==> src/rtl/core/hrvs_pkg.sv <==
// Shared constants and result type for the heart rate variability statistics unit
package hrvs_pkg;

	localparam int RR_W        = 16;
	localparam int THR_W       = 11;
	localparam int ROOT_W      = 20;
	localparam int PNN_W       = 14;
	localparam int CNT_OUT_W   = 11;
	localparam int PNN_SCALE   = 10000;
	localparam int DIV_W       = 72;
	localparam int RAD_W       = 2 * ROOT_W;
	localparam int STEP_W      = 7;
	localparam int ACC_W       = 64;
	localparam int FRAC_SH     = 8;
	localparam int TDATA_IN_W  = 16;
	localparam int TDATA_OUT_W = 72;
	localparam logic [THR_W-1:0] THR_RESET = 11'd50;

	typedef struct packed {
		logic                 overflow;
		logic [CNT_OUT_W-1:0] beat_count;
		logic [PNN_W-1:0]     pnn50_bp;
		logic [ROOT_W-1:0]    sdnn_q4;
		logic [ROOT_W-1:0]    rmssd_q4;
	} res_t;

endpackage

==> src/rtl/core/hrvs_fifo.sv <==
// Two-entry job queue between the accumulating front and the arithmetic back
module hrvs_fifo #(
	parameter int W = 8
) (
	input  logic         clk,
	input  logic         arst_n,
	input  logic         push,
	input  logic [W-1:0] wdata,
	input  logic         pop,
	output logic [W-1:0] rdata,
	output logic         full,
	output logic         empty
);
	logic [W-1:0] mem_q [2];
	logic         wr_q;
	logic         rd_q;
	logic [1:0]   count_q;

	assign full  = (count_q == 2'd2);
	assign empty = (count_q == 2'd0);
	assign rdata = mem_q[rd_q];

	always_ff @(posedge clk or negedge arst_n) begin
		if (!arst_n) begin
			wr_q    <= 1'b0;
			rd_q    <= 1'b0;
			count_q <= 2'd0;
		end else begin
			if (push) begin
				wr_q <= ~wr_q;
			end
			if (pop) begin
				rd_q <= ~rd_q;
			end
			if (push && !pop) begin
				count_q <= count_q + 2'd1;
			end else if (pop && !push) begin
				count_q <= count_q - 2'd1;
			end
		end
	end

	always_ff @(posedge clk) begin
		if (push) begin
			mem_q[wr_q] <= wdata;
		end
	end
endmodule

==> src/rtl/core/hrvs_front.sv <==
// Front: takes RR words, keeps the running sums and queues one job per run
module hrvs_front #(
	parameter int MAX_BEATS = 1024,
	localparam int CW  = $clog2(MAX_BEATS + 1),
	localparam int S1W = hrvs_pkg::RR_W + CW,
	localparam int S2W = 2 * hrvs_pkg::RR_W + CW,
	localparam int JW  = 2 * CW + S1W + 2 * S2W + 1
) (
	input  logic                       clk,
	input  logic                       arst_n,
	input  logic                       cfg_we,
	input  logic [hrvs_pkg::THR_W-1:0] cfg_wdata,
	input  logic                       in_valid,
	output logic                       in_ready,
	input  logic [hrvs_pkg::RR_W-1:0]  rr,
	input  logic                       last_in,
	input  logic                       job_full,
	output logic                       job_push,
	output logic [JW-1:0]              job_data
);
	import hrvs_pkg::*;

	logic [THR_W-1:0]  thr_q;
	logic [RR_W-1:0]   prev_q;
	logic [CW-1:0]     cnt_q;
	logic [S1W-1:0]    s1_q;
	logic [S2W-1:0]    s2_q;
	logic [S2W-1:0]    d_q;
	logic [CW-1:0]     big_q;
	logic              drop_q;

	logic              at_cap;
	logic              accept;
	logic [RR_W-1:0]   mag;
	logic [2*RR_W-1:0] mag_sq;
	logic [2*RR_W-1:0] rr_sq;
	logic              big_hit;
	logic [CW-1:0]     cnt_d;
	logic [S1W-1:0]    s1_d;
	logic [S2W-1:0]    s2_d;
	logic [S2W-1:0]    d_d;
	logic [CW-1:0]     big_d;
	logic              drop_d;

	assign in_ready = !job_full;
	assign accept   = in_valid && in_ready;
	assign at_cap   = (cnt_q == CW'(MAX_BEATS));
	assign mag      = (rr >= prev_q) ? rr - prev_q : prev_q - rr;
	assign mag_sq   = mag * mag;
	assign rr_sq    = rr * rr;
	assign big_hit  = (cnt_q != '0) && (mag > RR_W'(thr_q));

	always_comb begin
		cnt_d  = cnt_q;
		s1_d   = s1_q;
		s2_d   = s2_q;
		d_d    = d_q;
		big_d  = big_q;
		drop_d = drop_q | at_cap;
		if (!at_cap) begin
			cnt_d = cnt_q + CW'(1);
			s1_d  = s1_q + S1W'(rr);
			s2_d  = s2_q + S2W'(rr_sq);
			if (cnt_q != '0) begin
				d_d = d_q + S2W'(mag_sq);
			end
			if (big_hit) begin
				big_d = big_q + CW'(1);
			end
		end
	end

	assign job_push = accept && last_in;
	assign job_data = {drop_d, big_d, d_d, s2_d, s1_d, cnt_d};

	always_ff @(posedge clk or negedge arst_n) begin
		if (!arst_n) begin
			thr_q  <= THR_RESET;
			prev_q <= '0;
			cnt_q  <= '0;
			s1_q   <= '0;
			s2_q   <= '0;
			d_q    <= '0;
			big_q  <= '0;
			drop_q <= 1'b0;
		end else begin
			if (cfg_we) begin
				thr_q <= cfg_wdata;
			end
			if (accept) begin
				if (last_in) begin
					prev_q <= '0;
					cnt_q  <= '0;
					s1_q   <= '0;
					s2_q   <= '0;
					d_q    <= '0;
					big_q  <= '0;
					drop_q <= 1'b0;
				end else begin
					if (!at_cap) begin
						prev_q <= rr;
					end
					cnt_q  <= cnt_d;
					s1_q   <= s1_d;
					s2_q   <= s2_d;
					d_q    <= d_d;
					big_q  <= big_d;
					drop_q <= drop_d;
				end
			end
		end
	end
endmodule

==> src/rtl/core/hrvs_back.sv <==
// Back: serial multiplies, restoring divides and bitwise roots for one run's result
module hrvs_back #(
	parameter int MAX_BEATS = 1024,
	localparam int CW  = $clog2(MAX_BEATS + 1),
	localparam int S1W = hrvs_pkg::RR_W + CW,
	localparam int S2W = 2 * hrvs_pkg::RR_W + CW,
	localparam int JW  = 2 * CW + S1W + 2 * S2W + 1
) (
	input  logic                  clk,
	input  logic                  arst_n,
	input  logic                  job_empty,
	input  logic [JW-1:0]         job_data,
	output logic                  job_pop,
	output logic                  out_valid,
	input  logic                  out_ready,
	output logic                  out_flag,
	output hrvs_pkg::res_t        out_res
);
	import hrvs_pkg::*;

	localparam int DW = 2 * CW;

	typedef enum logic [8:0] {
		ST_IDLE  = 9'b000000001,
		ST_DIVD  = 9'b000000010,
		ST_ROOTD = 9'b000000100,
		ST_MULA  = 9'b000001000,
		ST_MULB  = 9'b000010000,
		ST_DIVV  = 9'b000100000,
		ST_ROOTV = 9'b001000000,
		ST_DIVP  = 9'b010000000,
		ST_HOLD  = 9'b100000000
	} state_t;

	state_t            state_q;
	logic [STEP_W-1:0] step_q;
	logic [CW-1:0]     n_q;
	logic [S1W-1:0]    s1_q;
	logic [CW-1:0]     big_q;
	logic              drop_q;
	logic [ACC_W-1:0]  ma_q;
	logic [S1W-1:0]    mb_q;
	logic [ACC_W-1:0]  acc_q;
	logic [DIV_W-1:0]  quo_q;
	logic [DW-1:0]     rem_q;
	logic [DW-1:0]     den_q;
	logic [RAD_W-1:0]  rad_q;
	logic [ROOT_W-1:0] k_q;
	logic [ROOT_W-1:0] rmssd_q;
	logic [ROOT_W-1:0] sdnn_q;
	logic              out_valid_q;
	logic              out_flag_q;
	res_t              out_q;

	logic [CW-1:0]        j_n;
	logic [S1W-1:0]       j_s1;
	logic [S2W-1:0]       j_s2;
	logic [S2W-1:0]       j_d;
	logic [CW-1:0]        j_big;
	logic                 j_drop;
	logic [DW:0]          rem_sh;
	logic                 ge;
	logic [DW-1:0]        rem_nx;
	logic [DIV_W-1:0]     quo_nx;
	logic [RAD_W-1:0]     rad_nx;
	logic [4:0]           bit_idx;
	logic [ROOT_W-1:0]    cand;
	logic [RAD_W-1:0]     cand_sq;
	logic [ROOT_W-1:0]    k_nx;
	logic [ACC_W-1:0]     acc_add;
	logic [ACC_W-1:0]     acc_sub;
	logic [DW-1:0]        nn;
	logic [CW+PNN_W-1:0]  pnn_num;
	logic                 div_last;
	logic                 root_last;
	logic                 mul_last;
	logic                 out_free;

	assign {j_drop, j_big, j_d, j_s2, j_s1, j_n} = job_data;

	assign rem_sh  = {rem_q, quo_q[DIV_W-1]};
	assign ge      = (rem_sh >= {1'b0, den_q});
	assign rem_nx  = ge ? DW'(rem_sh - {1'b0, den_q}) : DW'(rem_sh);
	assign quo_nx  = {quo_q[DIV_W-2:0], ge};
	assign rad_nx  = (|quo_nx[DIV_W-1:RAD_W]) ? '1 : quo_nx[RAD_W-1:0];

	assign bit_idx = 5'(ROOT_W - 1) - step_q[4:0];
	assign cand    = k_q | (ROOT_W'(1) << bit_idx);
	assign cand_sq = cand * cand;
	assign k_nx    = (cand_sq <= rad_q) ? cand : k_q;

	assign acc_add = mb_q[0] ? acc_q + ma_q : acc_q;
	assign acc_sub = mb_q[0] ? acc_q - ma_q : acc_q;
	assign nn      = n_q * n_q;
	assign pnn_num = big_q * PNN_W'(PNN_SCALE);

	assign div_last  = (step_q == STEP_W'(DIV_W - 1));
	assign root_last = (step_q == STEP_W'(ROOT_W - 1));
	assign mul_last  = (step_q == STEP_W'(S1W - 1));
	assign out_free  = !out_valid_q || out_ready;

	assign job_pop   = (state_q == ST_IDLE) && !job_empty;
	assign out_valid = out_valid_q;
	assign out_flag  = out_flag_q;
	assign out_res   = out_q;

	always_ff @(posedge clk or negedge arst_n) begin
		if (!arst_n) begin
			state_q     <= ST_IDLE;
			step_q      <= '0;
			n_q         <= '0;
			s1_q        <= '0;
			big_q       <= '0;
			drop_q      <= 1'b0;
			ma_q        <= '0;
			mb_q        <= '0;
			acc_q       <= '0;
			quo_q       <= '0;
			rem_q       <= '0;
			den_q       <= '0;
			rad_q       <= '0;
			k_q         <= '0;
			rmssd_q     <= '0;
			sdnn_q      <= '0;
			out_valid_q <= 1'b0;
			out_flag_q  <= 1'b0;
			out_q       <= '0;
		end else begin
			if ((state_q == ST_HOLD) && out_free) begin
				out_valid_q <= 1'b1;
			end else if (out_ready) begin
				out_valid_q <= 1'b0;
			end
			case (state_q)
				ST_IDLE: begin
					if (!job_empty) begin
						n_q    <= j_n;
						s1_q   <= j_s1;
						ma_q   <= ACC_W'(j_s2);
						big_q  <= j_big;
						drop_q <= j_drop;
						step_q <= '0;
						rem_q  <= '0;
						den_q  <= DW'(j_n - CW'(1));
						if (j_n < CW'(2)) begin
							rmssd_q   <= '0;
							sdnn_q    <= '0;
							quo_q     <= '0;
							state_q   <= ST_HOLD;
						end else begin
							quo_q   <= DIV_W'({j_d, FRAC_SH'(0)});
							state_q <= ST_DIVD;
						end
					end
				end
				ST_DIVD, ST_DIVV, ST_DIVP: begin
					rem_q  <= rem_nx;
					quo_q  <= quo_nx;
					if (div_last) begin
						step_q <= '0;
						rad_q  <= rad_nx;
						k_q    <= '0;
						case (state_q)
							ST_DIVD: state_q <= ST_ROOTD;
							ST_DIVV: state_q <= ST_ROOTV;
							default: state_q <= ST_HOLD;
						endcase
					end else begin
						step_q <= step_q + STEP_W'(1);
					end
				end
				ST_ROOTD, ST_ROOTV: begin
					k_q    <= k_nx;
					if (root_last) begin
						step_q <= '0;
						if (state_q == ST_ROOTD) begin
							rmssd_q <= k_nx;
							mb_q    <= S1W'(n_q);
							acc_q   <= '0;
							state_q <= ST_MULA;
						end else begin
							sdnn_q  <= k_nx;
							quo_q   <= DIV_W'(pnn_num);
							rem_q   <= '0;
							den_q   <= DW'(n_q - CW'(1));
							state_q <= ST_DIVP;
						end
					end else begin
						step_q <= step_q + STEP_W'(1);
					end
				end
				ST_MULA: begin
					acc_q  <= acc_add;
					if (mul_last) begin
						step_q  <= '0;
						ma_q    <= ACC_W'(s1_q);
						mb_q    <= s1_q;
						state_q <= ST_MULB;
					end else begin
						ma_q   <= ma_q << 1;
						mb_q   <= mb_q >> 1;
						step_q <= step_q + STEP_W'(1);
					end
				end
				ST_MULB: begin
					acc_q  <= acc_sub;
					ma_q   <= ma_q << 1;
					mb_q   <= mb_q >> 1;
					if (mul_last) begin
						step_q  <= '0;
						quo_q   <= {acc_sub, FRAC_SH'(0)};
						rem_q   <= '0;
						den_q   <= nn;
						state_q <= ST_DIVV;
					end else begin
						step_q <= step_q + STEP_W'(1);
					end
				end
				ST_HOLD: begin
					if (out_free) begin
						out_flag_q       <= (n_q >= CW'(2));
						out_q.rmssd_q4   <= rmssd_q;
						out_q.sdnn_q4    <= sdnn_q;
						out_q.pnn50_bp   <= quo_q[PNN_W-1:0];
						out_q.beat_count <= CNT_OUT_W'(n_q);
						out_q.overflow   <= drop_q;
						state_q          <= ST_IDLE;
					end
				end
				default: begin
					state_q <= ST_IDLE;
				end
			endcase
		end
	end
endmodule

==> src/rtl/core/heart_rate_variability_stats_unit.sv <==
// Heart rate variability statistics unit: RMSSD, SDNN and pNN50 over one run of RR words
// Throughput: one RR word per cycle while the job queue is not full; a word with tlast enters a two-entry job queue.
// After tlast the back divides and roots for RMSSD, runs two serial multiplies, divides and roots
// for SDNN and divides for pNN50, using the one-bit-a-cycle divider; a short run skips to the result.
// The front keeps taking words while the queue has room; a full queue holds s_tready low.
// arst_n clears all sums, the queue and the result register; the threshold resets to 50.
module heart_rate_variability_stats_unit #(
	parameter int MAX_BEATS = 1024
) (
	input  logic                             clk,
	input  logic                             arst_n,
	input  logic                             cfg_we,
	input  logic [hrvs_pkg::THR_W-1:0]       cfg_wdata,
	input  logic                             s_tvalid,
	output logic                             s_tready,
	input  logic [hrvs_pkg::TDATA_IN_W-1:0]  s_tdata,   // rr_ms
	input  logic                             s_tlast,
	output logic                             m_tvalid,
	input  logic                             m_tready,
	output logic [hrvs_pkg::TDATA_OUT_W-1:0] m_tdata,   // rmssd_q4, sdnn_q4, pnn50_bp, beat_count, overflow
	output logic                             m_tuser    // valid_res
);
	import hrvs_pkg::*;

	localparam int CW  = $clog2(MAX_BEATS + 1);
	localparam int S1W = RR_W + CW;
	localparam int S2W = 2 * RR_W + CW;
	localparam int JW  = 2 * CW + S1W + 2 * S2W + 1;

	logic          job_push;
	logic          job_pop;
	logic          job_full;
	logic          job_empty;
	logic [JW-1:0] job_wdata;
	logic [JW-1:0] job_rdata;
	res_t          res;

	hrvs_front #(.MAX_BEATS(MAX_BEATS)) u_front (
		.clk      (clk),
		.arst_n   (arst_n),
		.cfg_we   (cfg_we),
		.cfg_wdata(cfg_wdata),
		.in_valid (s_tvalid),
		.in_ready (s_tready),
		.rr       (s_tdata[RR_W-1:0]),
		.last_in  (s_tlast),
		.job_full (job_full),
		.job_push (job_push),
		.job_data (job_wdata)
	);

	hrvs_fifo #(.W(JW)) u_fifo (
		.clk   (clk),
		.arst_n(arst_n),
		.push  (job_push),
		.wdata (job_wdata),
		.pop   (job_pop),
		.rdata (job_rdata),
		.full  (job_full),
		.empty (job_empty)
	);

	hrvs_back #(.MAX_BEATS(MAX_BEATS)) u_back (
		.clk      (clk),
		.arst_n   (arst_n),
		.job_empty(job_empty),
		.job_data (job_rdata),
		.job_pop  (job_pop),
		.out_valid(m_tvalid),
		.out_ready(m_tready),
		.out_flag (m_tuser),
		.out_res  (res)
	);

	assign m_tdata = TDATA_OUT_W'(res);
endmodule

==> config.mk <==
export PLATFORM = sky130hd
export DESIGN_NAME = heart_rate_variability_stats_unit
export DESIGN_NICKNAME = d
export VERILOG_FILES = /design/src/rtl/core/hrvs_pkg.sv /design/src/rtl/core/hrvs_fifo.sv /design/src/rtl/core/hrvs_front.sv /design/src/rtl/core/hrvs_back.sv /design/src/rtl/core/heart_rate_variability_stats_unit.sv
export SDC_FILE = /design/constraint.sdc
export NUM_CORES = 2
export LEC_CHECK = 0
export ABC_CLOCK_PERIOD_IN_PS = 12100
export BUFFER_PORTS_ARGS = -buffer_cell sky130_fd_sc_hd__buf_2
export CELL_PAD_IN_SITES_DETAIL_PLACEMENT = 0
export CELL_PAD_IN_SITES_GLOBAL_PLACEMENT = 2
export CORE_MARGIN = 2
export CORE_UTILIZATION = 42
export DETAILED_ROUTE_END_ITERATION = 16
export PLACE_DENSITY_LB_ADDON = 0.08
export SETUP_SLACK_MARGIN = 0.02
export SLEW_MARGIN = 15
export SYNTH_ARGS = -nofsm -noshare
export SYNTH_HDL_FRONTEND = slang
export SYNTH_SLANG_ARGS = --single-unit
==> constraint.sdc <==
create_clock -name clk -period 12.1 [get_ports clk]
set_input_delay 0.605 -clock clk [delete_from_list [all_inputs] [get_ports clk]]
set_output_delay 0.605 -clock clk [all_outputs]
set_load 0.02 [all_outputs]
# Word-level counts from Yosys, hierarchy flattened
# Memories as Yosys holds them, arrays and structs flattened.
# Index checks and enable logic that the tools add are counted.
# W data, S select, Z words.
[op_classes]
reduce_logical = 42
addsub = 16
magnitude_cmp = 6
n_shift = 1
eq_ne = 25
mul = 5
bitwise = 5
mux = 78
[ops]
columns = ["operator", "count"]
rows = [
  ["$mux W64", 6],
  ["$pmux W64 S3", 2],
  ["$mux W72", 4],
  ["$pmux W72 S4", 1],
  ["$mux W43", 5],
  ["$mux W22", 9],
  ["$mux W20", 8],
  ["$mux W27", 5],
  ["$pmux W20 S2", 3],
  ["$pmux W22 S4", 1],
  ["$add A43 B32 Y43", 2],
  ["$pmux W27 S3", 1],
  ["$pmux W22 S3", 1],
  ["$add A64 B64 Y64", 1],
  ["$mul A16 B16 Y32", 2],
  ["$sub A64 B64 Y64", 1],
  ["$mux W9", 7],
  ["$mux W11", 5],
  ["$pmux W9 S6", 1],
  ["$mux W51", 1],
  ["$mux W16", 3],
  ["$le A40 B40 Y1", 1],
  ["$mul A20 B20 Y40", 1],
  ["$mux W40", 1],
  ["other kinds (57)", 106],
]
[totals]
reg_bits = 672
elab_cells = 213
ramBits = 272
mem_count = 1
[mem_list]
columns = ["memory", "words", "width", "rd", "rd_ports_with_merged_regs", "write_ports", "line", "text"]
rows = [
  ["u_fifo.mem_q", 2, 136, 1, 0, 1, "hrvs_fifo.sv:14", "logic [W-1:0] mem_q [2];"],
]

# Logic depth before layout (Yosys ltp)
[logic_depth]
word_depth = 9
ltp_mapped = 48

# Cells and area by module
# Synthesis repeated with hierarchy kept, for this count alone.
[hier_totals]
cells_unflattened = 9146
hier_area_um2 = 85634.6
[modules_own_cells]
columns = ["mod", "area_per_inst_um2", "instances", "seq_area_each_um2", "cells_each"]
rows = [
  ["hrvs_back", 47584.4, 1, 12638.4, 5431],
  ["hrvs_front", 27921.8, 1, 4082.7, 3269],
  ["hrvs_fifo", 10079.7, 1, 8267.9, 439],
  ["heart_rate_variability_stats_unit", 48.8, 1, 0.0, 7],
]

# Worst setup path after synthesis
# OpenSTA, ideal clock, no wires.
[synth_timing]
kind = "flip-flop to flip-flop"
start = "reg u_back.step_q[2]"
end = "reg u_back.k_q[14]"
slack_ns = 0.980
t_arrival_ns = 11.036
required_ns = 12.016
path_stages_with_launch = 44
path_cell_list = "dfrtp_1 > clkbuf_1 > inv_1 > ha_1 > xnor2_1 > clkbuf_1 > a31o_2 > clkbuf_1 > clkbuf_1 > nand2_1 > fa_1 > inv_1 > fa_1 > inv_1 > fa_1 > inv_1 > fa_1 > inv_1 > [... 8 more ...] > inv_1 > a2111oi_0 > o21ba_2 > nor2_1 > a211o_1 > o311ai_0 > a31oi_1 > o21bai_1 > xor2_1 > ha_1 > nand4_1 > or2_2 > nor3_1 > nand2_1 > o32ai_1 > nand2_1 > clkbuf_1 > o21ai_0"
[synth_via]
elab_chain_cells = 7
elab_cells_between_ends = 10
cone_classes = "add/sub: 1; mul: 1; order compare: 1; eq/ne: 2; shift: 1; mux: 2; bitwise: 1; reduce/logical: 1"
[synth_rtl]
columns = ["item", "line", "text"]
rows = [
  ["from (decl)", "hrvs_back.sv:36", "logic [STEP_W-1:0] step_q;"],
  ["from (signal assigned)", "hrvs_back.sv:169", "step_q <= step_q + STEP_W'(1);"],
  ["from (signal assigned)", "hrvs_back.sv:189", "step_q <= step_q + STEP_W'(1);"],
  ["from (signal assigned)", "hrvs_back.sv:202", "step_q <= step_q + STEP_W'(1);"],
  ["$sub A5 B5 Y5", "hrvs_back.sv:87", "assign bit_idx = 5'(ROOT_W - 1) - step_q[4:0];"],
  ["$shl A1 B5 Y20", "hrvs_back.sv:88", "assign cand = k_q | (ROOT_W'(1) << bit_idx);"],
  ["$or A20 B20 Y20", "hrvs_back.sv:88", ""],
  ["$mul A20 B20 Y40", "hrvs_back.sv:89", "assign cand_sq = cand * cand;"],
  ["$le A40 B40 Y1", "hrvs_back.sv:90", "assign k_nx = (cand_sq <= rad_q) ? cand : k_q;"],
  ["$mux W20", "hrvs_back.sv:90", ""],
  ["$pmux W20 S2", "hrvs_back.sv:134", "case (state_q)"],
  ["to (signal assigned)", "hrvs_back.sv:173", "k_q <= k_nx;"],
  ["to (decl)", "hrvs_back.sv:48", "logic [ROOT_W-1:0] k_q;"],
]
# Parallel ways exist; a longest one is shown, timed or not.
# A chain may end at the register's enable or synchronous reset.

# Worst setup path after layout
[layout_timing]
start = "reg u_back.step_q[2]"
end = "reg u_back.k_q[17]"
# The elaborated chain is that of the path after synthesis.

==> run_results.csv <==
group,metric,value,unit
drt,wl_per_cell,21.9,um
drt,drcViolationCount,0,
worst_setup_path,start_kind,"register",
sta,fin_crit_sh,94.2,%
worst_setup_path,cp_slowest_cell,"fa_1",
synth,synth_top_area_cell,"dfrtp_1",
cells_and_area,most-common-layout-cells,"inv_1, nand2_1, nor2_1",
clock_network,cts_max_level,3,
clock_network,post_cts_buffers,0,
clock_network,clockBufferDepth,3,
placement,dp_hpwl,200000,um
synth,synth_edf_count,272,
grt,grt_max_degree,140,
worst_setup_path,critPathBufInv,10,
drt,drt_iter0_drc,4123,
cells_and_area,layout_commonest_cell,"inv_1",
synth,ys_ff_latch,944,
clock_network,cts_made_buffers,111,
die,initial_core_util,42.2,%
grt,grt_pass1_vias,65846,
synth,syn_area,84200,sq um
outcome,outcome,"complete, no violations",
clock_network,cts-root-buf,"clkbuf_16",
clock_network,clkSlewWorstSetupHoldPaths,70,ps
synth,synthTopCellsByArea,"dfrtp_1, fa_1, ha_1",
die,num_io_pins,108,
sta,setup_viol,0,
job,drv_cap,0,
worst_setup_path,path_class,"register to register",
placement,port_buffers,101,
die,die_h,452,um
worst_setup_path,end_kind,"register",
synth,synth.top_cell.area_share,19.9,%
sta,finalClockSkew,42.4,ps
synth,synth_warnings,0,
sta,rsz0062_at_grt,"no",
worst_setup_path,critical_path_arrival,12070,ps
cells_and_area,drive_above_1_share,6.34,%
grt,antenna_found_initial,3,
drt,avgViaCountPerCell,5.39,
clock_network,cts.sinks,944,
synth,synth_cell_types,90,
synth,syn_inst,9081,
synth,yosysSeqAreaShare,29.7,%
grt,grt_pass1_wl,405000,um
synth,async_flop_share,71.2,%
grt,grt.total_usage,25.6,%
placement,gp_congestion,0.898,
die,die_w,452,um
sta,tightest_slew,1160,ps
grt,grt-ovfl-total,0,
die,core,199000,sq um
worst_setup_path,crit_fanout,19,
drt,drt_wl_total,258000,um
sta,relSlewSlack,20.7,%
drt,first_pass_iters,8,
cells_and_area,finalNetCount,10577,
synth,synth_ff_type,"dfrtp_1",
worst_setup_path,crit_family,"adder cells",
sta,period_needed,11400,ps
sta,slew_violations,0,
sta,hold_violations,0,
worst_setup_path,cp.required,12760,ps
sta,max_freq,87.7,MHz
clock_network,clock_latency,780,ps
clock_network,cts_tree,"built",
sta,tns,0,ps
worst_hold_path,hold_class,"input port to register",
drt,antenna_left,0,
drt,vias,63652,
die,die_area,204000,sq um
worst_setup_path,cpPeakStageDelay,570,ps
synth,synth.avg_cell_area,9.27,sq um
cells_and_area,area_delta_synth_final,9.06,%
die,num_rows,164,
-- sequential cells by signal, summed over array words and instances (netlist names), 40 cells and up --
name            flops
u_back.quo_q       72
u_front.d_q        43
u_fifo.mem_q      272
u_front.s2_q       43
u_back.acc_q       64
u_back.rad_q       40
u_back.out_res     66
u_back.ma_q        64
-- Yosys cell counts (99+ instances only) --
master / count
clkbuf_1: 350
nand3_1: 99
dfrtp_1: 668
a21o_1: 152
inv_1: 1291
nand2_1: 926
fa_1: 758
ha_1: 728
xor2_1: 110
nor3_1: 123
mux2i_1: 192
nor2_1: 770
xnor2_1: 269
a21oi_1: 531
edfxtp_1: 272
o21ai_0: 607
-- metrics by stage --
stage               utilization, %  area [sq um]  worst slack (ps)  instances  hold slack, ps
finish                        46.0         91800               697      11812             162
global placement              44.0         87800               254      11589             461
floorplan                        -         84200               980       9086             309
global route                  46.0         91800              58.9      11809             124
detailed placement            44.0         87800               101      11589             469
CTS                           46.0         91800              96.1      11809            77.0
-- area by class of cell --
type                            count  area, sq um
Sequential cell                   944        25000
Inverter                         1320         4950
Timing Repair Buffer              266         1800
Antenna cell                        3         7.51
Multi-Input combinational cell   6415        52800
Tap cell                         2656         3320
Clock inverter                     54          753
Clock buffer                      154         3130
Fill cell                       19516       108000
-- routing by layer --
metal / global-route usage (%) / share of wire, %
met2: 41.4 / 46
met3: 2.70 / 3.7
met5: 0 / 0
met1: 36.6 / 47
met4: 6.94 / 2.9
-- final timing paths --
check	from	endpoint	slack (ps)	depth (start not counted)
worst max-delay path	u_back.step_q[2]	u_back.k_q[17]	700	40
worst min-delay path	s_tlast	u_front.prev_q[11]	160	2
worst max register to register	u_back.step_q[2]	u_back.k_q[17]	700	40
worst min register to register	u_back.out_res[55]	u_back.out_res[55]	480	2
max in group asynchronous	arst_n	u_back.ma_q[23]	8780	5
min in group asynchronous	arst_n	u_back.den_q[14]	430	2
-- worst register-to-register path: cells and delay by family, from the launching register on --
family          cells  cell delay [ps]
compound gates     11             3110
flops               1              550
fa+ha+maj          10             4480
xor+xnor            2              240
simple gates        7             1370
buf+inv            10             1540
-- cell families after synthesis --
group                    count (synthesis)  share of synthesized area, %
XOR/XNOR                               379                          3.94
AND/OR/NAND/NOR                       2280                          11.7
other                                    1                       0.00446
multiplexers                           259                          3.18
adder cells (fa/ha/maj)               1486                          28.9
flip-flops                             944                          29.7
buffers and inverters                 1727                          7.77
AO/OA/AOI/OAI                         2005                          14.8
-- timing repair --
action | in CTS | in global routing
hold buffers | 12 | 0
gates resized for setup | 0 | 10
setup endpoints to repair | 0 | 52
endpoints found under the hold margin | 81 | 0
Power is left out: the tool's default activity adds up to more than one toggle a clock period on the data nets, which glitch-free logic cannot reach.
